### src/rtl/pffl_pkg.sv
// Package for the page-frame free-list allocator.
// Holds sizes, result status codes and the sequencer state type.
// No dependencies.
package pffl_pkg;

    localparam int NUM_FRAMES = 256;
    localparam int MAX_BURST  = 64;

    localparam int FRAME_W = $clog2(NUM_FRAMES);   // frame index width
    localparam int PTR_W   = FRAME_W + 1;          // frame index or end marker
    localparam int COUNT_W = 7;
    localparam int FREE_W  = 9;
    localparam int STAT_W  = 2;

    localparam logic [PTR_W-1:0] END_MARK = PTR_W'(NUM_FRAMES);

    localparam logic [STAT_W-1:0] ST_GIVEN    = 2'd0;
    localparam logic [STAT_W-1:0] ST_DONE     = 2'd1;
    localparam logic [STAT_W-1:0] ST_NO_ROOM  = 2'd2;
    localparam logic [STAT_W-1:0] ST_OVERFLOW = 2'd3;

    typedef enum logic [1:0] {
        S_IDLE,
        S_FETCH,
        S_POP
    } state_t;

endpackage

### src/rtl/page_frame_free_list.sv
// Top level of the page-frame free-list allocator.
// Depends on pffl_pkg and pffl_ram (the next-frame table).
//
// Usage
//   Requests arrive on the s_axis channel. s_axis_tuser is the mode: 0 asks
//   for count frames, 1 returns frame_in to the free list. Results leave on
//   the m_axis channel, one per allocated frame, or a single result for a
//   free, a zero count, a refused allocation or a dropped free; m_axis_tlast
//   marks the final result of each request.
//   One request is handled at a time. A free or any single-result request
//   has its result visible the cycle after acceptance. For an allocation,
//   each frame is first read from the next-frame table in S_FETCH
//   (registered read port); S_POP then emits the frame and advances the
//   head once the result register can take it.
//   A result register sits at the output; s_axis_tready is low while a
//   request is in progress or while the result register is full and not
//   being taken. When the receiver stalls, the sequencer holds in place.
//   Reset puts the list back to 0, 1, ..., N-1 at once: per-entry valid
//   bits are cleared, and an entry never written reads as its successor
//   index, so no clearing pass is needed.
module page_frame_free_list
    import pffl_pkg::*;
(
    input  logic        clk,
    input  logic        rst_n,
    input  logic        s_axis_tvalid,
    output logic        s_axis_tready,
    input  logic [15:0] s_axis_tdata,  // [6:0] count, [14:7] frame_in, [15] zero
    input  logic        s_axis_tuser,  // [0] mode
    output logic        m_axis_tvalid,
    input  logic        m_axis_tready,
    output logic [23:0] m_axis_tdata,  // [1:0] status, [9:2] frame_out,
                                       // [18:10] free_count, [23:19] zero
    output logic        m_axis_tlast
);

    state_t state_reg, state_next;

    logic [PTR_W-1:0]   head_reg, head_next;
    logic [FREE_W-1:0]  free_reg, free_next;
    logic [COUNT_W-1:0] remain_reg, remain_next;
    logic [NUM_FRAMES-1:0] valid_reg;
    logic               vld_q_reg;

    logic               out_valid_reg, out_valid_next;
    logic [STAT_W-1:0]  out_status_reg, out_status_next;
    logic [FRAME_W-1:0] out_frame_reg, out_frame_next;
    logic               out_last_reg, out_last_next;
    logic [FREE_W-1:0]  out_free_reg, out_free_next;

    logic               slot_free;
    logic               in_acc;
    logic               in_mode;
    logic [COUNT_W-1:0] in_count;
    logic [FRAME_W-1:0] in_frame;
    logic               alloc_bad;
    logic               free_bad;
    logic               head_live;
    logic [PTR_W-1:0]   succ;

    logic               ram_we;
    logic               ram_re;
    logic [PTR_W-1:0]   ram_rdata;

    assign slot_free     = !out_valid_reg || m_axis_tready;
    assign s_axis_tready = (state_reg == S_IDLE) && slot_free;
    assign in_acc        = s_axis_tvalid && s_axis_tready;

    assign in_mode  = s_axis_tuser;
    assign in_count = s_axis_tdata[COUNT_W-1:0];
    assign in_frame = s_axis_tdata[COUNT_W +: FRAME_W];

    assign alloc_bad = (in_count > COUNT_W'(MAX_BURST))
                    || ({{(FREE_W-COUNT_W){1'b0}}, in_count} > free_reg);
    assign free_bad  = (free_reg >= FREE_W'(NUM_FRAMES))
                    || ({1'b0, in_frame} >= PTR_W'(NUM_FRAMES));

    assign head_live = head_reg < END_MARK;
    // an entry never written holds its successor index
    assign succ = vld_q_reg ? ram_rdata : (head_reg + PTR_W'(1));

    pffl_ram #(
        .WIDTH (PTR_W),
        .DEPTH (NUM_FRAMES)
    ) u_next_ram (
        .clk   (clk),
        .we    (ram_we),
        .waddr (in_frame),
        .wdata (head_reg),
        .re    (ram_re),
        .raddr (head_reg[FRAME_W-1:0]),
        .rdata (ram_rdata)
    );

    // next state
    always_comb
    begin
        state_next = state_reg;
        case (state_reg)
            S_IDLE:
            begin
                if (in_acc && !in_mode && (in_count != '0) && !alloc_bad)
                begin
                    state_next = S_FETCH;
                end
            end
            S_FETCH:
            begin
                state_next = S_POP;
            end
            S_POP:
            begin
                if (slot_free)
                begin
                    state_next = (remain_reg == COUNT_W'(1)) ? S_IDLE : S_FETCH;
                end
            end
            default:
            begin
                state_next = S_IDLE;
            end
        endcase
    end

    // datapath and outputs
    always_comb
    begin
        head_next       = head_reg;
        free_next       = free_reg;
        remain_next     = remain_reg;
        ram_we          = 1'b0;
        ram_re          = 1'b0;
        out_valid_next  = out_valid_reg && !m_axis_tready;
        out_status_next = out_status_reg;
        out_frame_next  = out_frame_reg;
        out_last_next   = out_last_reg;
        out_free_next   = out_free_reg;

        case (state_reg)
            S_IDLE:
            begin
                if (in_acc)
                begin
                    out_valid_next = 1'b1;
                    out_frame_next = '0;
                    out_last_next  = 1'b1;
                    out_free_next  = free_reg;
                    if (!in_mode)
                    begin
                        if (in_count == '0)
                        begin
                            out_status_next = ST_DONE;
                        end
                        else if (alloc_bad)
                        begin
                            out_status_next = ST_NO_ROOM;
                        end
                        else
                        begin
                            // no result yet: start walking the list
                            out_valid_next = 1'b0;
                            remain_next    = in_count;
                        end
                    end
                    else if (free_bad)
                    begin
                        out_status_next = ST_OVERFLOW;
                    end
                    else
                    begin
                        // push onto the head
                        ram_we          = 1'b1;
                        head_next       = {1'b0, in_frame};
                        free_next       = free_reg + FREE_W'(1);
                        out_status_next = ST_DONE;
                        out_free_next   = free_reg + FREE_W'(1);
                    end
                end
            end
            S_FETCH:
            begin
                ram_re = head_live;
            end
            S_POP:
            begin
                if (slot_free)
                begin
                    head_next       = head_live ? succ : END_MARK;
                    free_next       = free_reg - FREE_W'(1);
                    remain_next     = remain_reg - COUNT_W'(1);
                    out_valid_next  = 1'b1;
                    out_status_next = ST_GIVEN;
                    out_frame_next  = head_live ? head_reg[FRAME_W-1:0] : '0;
                    out_last_next   = (remain_reg == COUNT_W'(1));
                    out_free_next   = free_reg - FREE_W'(1);
                end
            end
            default:
            begin
                head_next = head_reg;
            end
        endcase
    end

    always_ff @(posedge clk or negedge rst_n)
    begin
        if (!rst_n)
        begin
            state_reg     <= S_IDLE;
            head_reg      <= '0;
            free_reg      <= FREE_W'(NUM_FRAMES);
            remain_reg    <= '0;
            valid_reg     <= '0;
            vld_q_reg     <= 1'b0;
            out_valid_reg <= 1'b0;
        end
        else
        begin
            state_reg     <= state_next;
            head_reg      <= head_next;
            free_reg      <= free_next;
            remain_reg    <= remain_next;
            out_valid_reg <= out_valid_next;
            if (ram_we)
            begin
                valid_reg[in_frame] <= 1'b1;
            end
            if (ram_re)
            begin
                vld_q_reg <= valid_reg[head_reg[FRAME_W-1:0]];
            end
        end
    end

    always_ff @(posedge clk)
    begin
        out_status_reg <= out_status_next;
        out_frame_reg  <= out_frame_next;
        out_last_reg   <= out_last_next;
        out_free_reg   <= out_free_next;
    end

    assign m_axis_tvalid = out_valid_reg;
    assign m_axis_tlast  = out_last_reg;
    assign m_axis_tdata  = {5'b0, out_free_reg, out_frame_reg, out_status_reg};

endmodule

### src/rtl/pffl_ram.sv
// Generic single-clock RAM: one write port, one read port, registered read.
// No dependencies.
module pffl_ram #(
    parameter int WIDTH = 8,
    parameter int DEPTH = 256
) (
    input  logic                     clk,
    input  logic                     we,
    input  logic [$clog2(DEPTH)-1:0] waddr,
    input  logic [WIDTH-1:0]         wdata,
    input  logic                     re,
    input  logic [$clog2(DEPTH)-1:0] raddr,
    output logic [WIDTH-1:0]         rdata
);

    logic [WIDTH-1:0] mem [DEPTH];
    logic [WIDTH-1:0] rdata_reg;

    always_ff @(posedge clk)
    begin
        if (we)
        begin
            mem[waddr] <= wdata;
        end
        if (re)
        begin
            rdata_reg <= mem[raddr];
        end
    end

    assign rdata = rdata_reg;

endmodule

### config.mk
export PLATFORM = sky130hd
export DESIGN_NAME = page_frame_free_list
export DESIGN_NICKNAME = d
export VERILOG_FILES = /design/src/rtl/pffl_pkg.sv /design/src/rtl/page_frame_free_list.sv /design/src/rtl/pffl_ram.sv
export SDC_FILE = /design/constraint.sdc
export NUM_CORES = 2
export LEC_CHECK = 0
export BUFFER_PORTS_ARGS = -buffer_cell sky130_fd_sc_hd__buf_2
export CELL_PAD_IN_SITES_DETAIL_PLACEMENT = 0
export CELL_PAD_IN_SITES_GLOBAL_PLACEMENT = 2
export CORE_AREA = 2 2 458 460
export CTS_CLUSTER_DIAMETER = 30
export DETAILED_ROUTE_END_ITERATION = 10
export DIE_AREA = 0 0 460 462
export PLACE_DENSITY = 0.91
export SLEW_MARGIN = 25
export SYNTH_ARGS = -nofsm -noshare
export SYNTH_HDL_FRONTEND = slang
export SYNTH_HIERARCHICAL = 1
export SYNTH_SLANG_ARGS = --single-unit
### constraint.sdc
create_clock -name clk -period 6.6 [get_ports clk]
set_input_delay 0.33 -clock clk [delete_from_list [all_inputs] [get_ports clk]]
set_output_delay 0.33 -clock clk [all_outputs]
set_load 0.05 [all_outputs]
# After elaboration in Yosys (flattened, before gate mapping)
# Memories as Yosys holds them, arrays and structs flattened. A register that Yosys moved wholly into a read port is not among the register bits.
# Index checks and enable logic that the tools add are counted.
# W data, S select, Z words.
dict set report totals {
  in_bits 21
  romBits 0
  register_bits 305
  latch_bits 0
  output_inout_bits 27
  wordCells 111
  memories 1
  ramBits 2304
}
dict set report classes {
  multipliers 0
  order_cmp 7
  add_sub_neg 4
  shift 0
  muxes 53
  n_eq_ne 12
  div 0
  reduce_logical 22
  n_bitwise 1
}
# name words word_bits rd rd_ports_with_merged_regs write_ports line_no
set mem_list {}
lappend mem_list {u_next_ram.mem 256 9 1 1 1 pffl_ram.sv:16} ;# logic [WIDTH-1:0] mem [DEPTH];
# operator n
set ops {}
lappend ops {{$or A256 B256 Y256} 1}
lappend ops {{$mux W9} 10}
lappend ops {{$pmux W9 S2} 2}
lappend ops {{$mux W7} 5}
lappend ops {{$mux W8} 3}
lappend ops {{$add A9 B1 Y9 const B} 2}
lappend ops {{$lt A8 B9 Y1 const B} 2}
lappend ops {{$mux W1} 17}
lappend ops {{$mux W2} 8}
lappend ops {{$pmux W8 S2} 1}
lappend ops {{$ne A2 B2 Y1 const B} 7}
lappend ops {{$pmux W7 S2} 1}
lappend ops {{$ge A9 B9 Y1 const B} 1}
lappend ops {{$gt A7 B9 Y1} 1}
lappend ops {{$lt A9 B9 Y1 const B} 1}
lappend ops {{$sub A9 B1 Y9 const B} 1}
lappend ops {{$bmux W1 S8} 1}
lappend ops {{$demux W1 S8} 1}
lappend ops {{$ge A8 B1 Y1 const B} 1}
lappend ops {{$eq A7 B1 Y1 const B} 1}
lappend ops {{$gt A7 B7 Y1 const B} 1}
lappend ops {{$logic_and A1 B1 Y1} 7}
lappend ops {{$logic_not A7 Y1} 1}
lappend ops {{$reduce_bool A7 Y1} 1}
lappend ops {{17 further kinds} 22}

# Logic depth before layout (Yosys ltp)
dict set report logic_depth {
  depth_word 9
  mapped_depth 14
  mapped_depth_nobuf 11
}

# Cells and area by module
# Netlist, hierarchy kept.
# mod cells_each area_each_um2 n_inst seq_area_each_um2
set by_module_without_submodules {}
lappend by_module_without_submodules {pffl_ram 4237 89368.2 1 69456.6}
lappend by_module_without_submodules {page_frame_free_list 1128 14033.5 1 7733.7}

# Worst setup path after synthesis
# Ideal clock, no wire load.
dict set report synth_timing {
  path_type {register to register}
  startpoint {register head_reg[1]}
  endpoint {register u_next_ram.rdata_reg[7] (netlist: u_next_ram/rdata[7]), read port of u_next_ram.mem, data pin}
  path_slack_ns 0.982
  t_required_ns 6.335
  synth_period_minus_slack_ns 5.618
  arrival_time_ns 5.353
  stages_incl_launch_ff 10
  setup_time_ns 0.265
  n_path_buf 3
  path_cell_list {dfrtp_1 -> buf_2 -> buf_2 -> clkbuf_1 -> mux4_2 -> a22oi_1 -> a21oi_1 -> or2_2 -> o22ai_1 -> nor3_1}
}
dict set report synth_between {
  elab_chain_cells 2
}
# element line_no
set synth_rtl {}
lappend synth_rtl {{start, declared} page_frame_free_list.sv:39} ;# logic [PTR_W-1:0] head_reg, head_next;
lappend synth_rtl {{start signal, assigned} page_frame_free_list.sv:220} ;# head_reg <= head_next;
lappend synth_rtl {{$lt A9 B9 Y1} page_frame_free_list.sv:78} ;# assign head_live = head_reg < END_MARK;
lappend synth_rtl {{$mux W1} page_frame_free_list.sv:139} ;# case (state_reg)
lappend synth_rtl {{end, declared} pffl_ram.sv:17} ;# logic [WIDTH-1:0] rdata_reg;
# Several ways; a longest one is shown, not always the timed one.
# A chain may end at the register's enable or synchronous reset.

# Worst setup path after layout
dict set report layout_timing {
  startpoint {register free_reg[8]}
  endpoint {memory u_next_ram/mem[93][0] (netlist name) (enable)}
}
dict set report layout_between {
  elab_chain_cells 7
}
# element line_no
set layout_rtl {}
lappend layout_rtl {{start, declared} page_frame_free_list.sv:40} ;# logic [FREE_W-1:0] free_reg, free_next;
lappend layout_rtl {{start signal, assigned} page_frame_free_list.sv:211} ;# free_reg <= FREE_W'(NUM_FRAMES);
lappend layout_rtl {{start signal, assigned} page_frame_free_list.sv:221} ;# free_reg <= free_next;
lappend layout_rtl {{$ge A9 B9 Y1} page_frame_free_list.sv:75} ;# assign free_bad = (free_reg >= FREE_W'(NUM_FRAMES))
lappend layout_rtl {{$mux W1} page_frame_free_list.sv:165} ;# else if (free_bad)
lappend layout_rtl {{$mux W1} page_frame_free_list.sv:148} ;# if (!in_mode)
lappend layout_rtl {{$mux W1} page_frame_free_list.sv:142} ;# if (in_acc)
lappend layout_rtl {{$mux W1} page_frame_free_list.sv:139}
lappend layout_rtl {{$mux W1} pffl_ram.sv:21} ;# if (we)
lappend layout_rtl {{$mux W1 (not written as such)} pffl_ram.sv:23} ;# mem[waddr] <= wdata;
lappend layout_rtl {{end, declared} pffl_ram.sv:16}
# No other way between the ends.

==> results.ini <==
[outcome]
outcome=completed

[cells_and_area]
multi_input_area_mm2=0.0243
regArea_mm2=0.0772
final_cell_mix=2,333 x edfxtp_1, 497 x mux4_2, 458 x clkbuf_16
num-nets-final=5717
layout-drive-gt1-share=0.254
area_growth_pct=18.2
final_common_cell=edfxtp_1
stdcell_count=8785
largest_reg_flops=2304
fill_cells=14457

[setup_path]
path_max_fanout=21
cp.arrival_ns=5.10
start_kind=register
crit_type=reg2reg
slowest_delay_ns=1.06
cp-end-kind=register
required_ns=7.18
path_cells=nor2b_1 > and3_1 > nand4_1 > buf_4 > nor2_1
crit_path_top_delay_cell=nand4_1

[synth]
ys_seq_area_frac=0.747
avgSynthCellArea_um2=19.3
yosys_warnings=6
synth-main-ff-cell=edfxtp_1
synthArstFlopShare=0.109
syn_inst=5365
synth_cell_types=83
synth_edf_count=2333
yosys_register_bits=2618
syn_area_mm2=0.103

[grt]
grt_util_all_layers=0.240
antenna_found_initial=7
grt_max_degree=153
grt_pass1_wl_um=375000
grt_pass1_vias=55828
grt_remaining_overflow=0

[route]
routed_wl_um=256000
initialDrtViolationCount=6924
wl_per_cell_um=29.1
dr.pass1.iters=6
route.met3.wl_um=25600
drcViolationCount=0
vias=55282
wl_met2_um=123000
dr.max_layer_used=met5
via_per_inst=6.29
met1Wirelength_um=97300
drtAntennaViolNets=0

[timing]
final.setup.tns_ns=0
finalCriticalPeriod_ns=4.52
slew_headroom=0.177
layout_setup_ws_ns=2.08
finalCritPeriodShare=0.685
final-setup-viol-count=0
drv_slew=0
fmax_mhz=221
skew_ns=0.107
finalHoldViolCount=0
worst_pin_slew_ns=1.23
rsz0062_at_grt=no

[placement]
dpl.cell_count=7926
place_hpwl_um=147000
gp_congestion=0.840
portBuffers=41
dp_slack_ns=2.08

[hold_path]
hold_class=in2reg

[clock_tree]
clk_latency_ns=1.03
cts_resized=0
root_buffer=clkbuf_16
cts_buffer_depth=4
htreeDepth=5
clock-sinks=2618
path_clk_slew_ns=0.05
numCtsBuffers=452
cts_tree=yes

[die]
io_pins=48
initial_core_util=0.497
core_mm2=0.208
die_h_um=462
rows=168
fp.dieW_um=460
die_area_mm2=0.213

[flow_run]
cap_violations=0

[power_and_ir_drop]
p_per_area_mw_per_mm2=461
vdd_drop_max_mv=0.369
leakagePower_nw=42.1

[stage by stage]
step | hold slack [ns] | instance area [um2] | power [mW] | util
final | 0.162 | 122000 | 56.3 | 0.587
after global routing | 0.179 | 122000 | 58.0 | 0.587
after CTS | 0.0562 | 122000 | 56.4 | 0.586
after detailed placement | 0.436 | 106000 | 33.0 | 0.511
after global placement | 0.429 | 106000 | 32.7 | 0.511
after floorplan | 0.0344 | 103000 | 29.3 | -
[cell type report]
type	count	share of cell area
diodes	6	0.000123
clock buffers	503	0.0957
clock inverters	326	0.0301
inverters	21	0.000645
multi-input cells	2388	0.199
flip-flops and latches	2618	0.632
well taps	2720	0.0278
repair buffers	203	0.0146
[synthesized netlist by cell type (all sizes together) (5+ instances only)]
cell type  count  area (um2)
edfxtp      2333       70100
mux4         523       11900
nor2         360        1350
dfrtp        284        7110
mux2i        214        2140
a21o         193        1450
buf          181        1480
a22oi        180        1350
clkbuf       161         612
a21oi        126         634
nand2         96         360
o22ai         78         488
o21ai         73         365
o21bai        65         488
nand3         52         260
nor3          43         230
o221ai        43         383
nor2b         38         238
a211oi        35         268
nor4          30         188
mux2          28         315
nand2b        23         144
inv           19        71.3
nand4         15        93.8
a221oi        12         105
ha            12         150
xnor2         12         105
a31oi         11        68.8
and2          11        68.8
o31a          10        87.6
a22o           8        70.1
and3           7        43.8
or2            7        43.8
nand3b         6        45.0
nor3b          6        50.1
a211o          5        43.8
o211ai         5        37.5
o32ai          5        51.3
or3            5        31.3
[timing repair]
action / 4_1_cts / 5_1_grt
endpoints found under the hold margin: 169 / 42
hold buffers: 22 / 1
setup buffers: 0 / 0
[worst max-delay path, delay by kind of cell, from the launching register on]
kind,cells,cell delay (ns)
and+or+nand+nor,4,3.14
DFF,1,0.39
buffers and inverters,1,0.59
[per-layer routing]
| metal | global-route usage | up-vias |
|---|---|---|
| li1 | - | 22747 |
| met1 | 0.324 | 28824 |
| met2 | 0.378 | 3133 |
| met3 | 0.0578 | 572 |
| met4 | 0.0974 | 6 |
| met5 | 0 | - |
[final timing paths]
kind	from	end	slack, ns	cells past startpoint
worst min register to register	valid_reg[97]$_DFFE_PN0P_	valid_reg[97]$_DFFE_PN0P_	0.44	1
max in group asynchronous	rst_n	head_reg[1]$_DFFE_PN0P_	4.46	5
worst min-delay path	s_axis_tdata[13]	head_reg[6]$_DFFE_PN0P_	0.16	3
worst max register to register	free_reg[8]$_DFFE_PN1P_	u_next_ram/mem[93][0]$_DFFE_PP_	2.08	5
worst max-delay path	free_reg[8]$_DFFE_PN1P_	u_next_ram/mem[93][0]$_DFFE_PP_	2.08	5
min in group asynchronous	rst_n	valid_reg[188]$_DFFE_PN0P_	0.43	3
[kinds of logic (layout without fill, tap and decap cells)]
group,count (synthesis),after routing,share of synthesized area
flops,2618,2618,0.747
compound gates,878,878,0.0595
mux,765,765,0.139
simple gates,713,713,0.0316
buf+inv,363,1053,0.0210
xor+xnor,15,15,0.00127
fa+ha+maj,12,12,0.00145
other cells,1,11,0.0000363
[report_power, final]
part / switching (mW) / total [mW] / internal [mW]
clock network: 7.99 / 23.3 / 15.3
logic: 8.00 / 12.3 / 4.25
registers: 0.537 / 20.7 / 20.2
(Power assumes the default switching activity.)
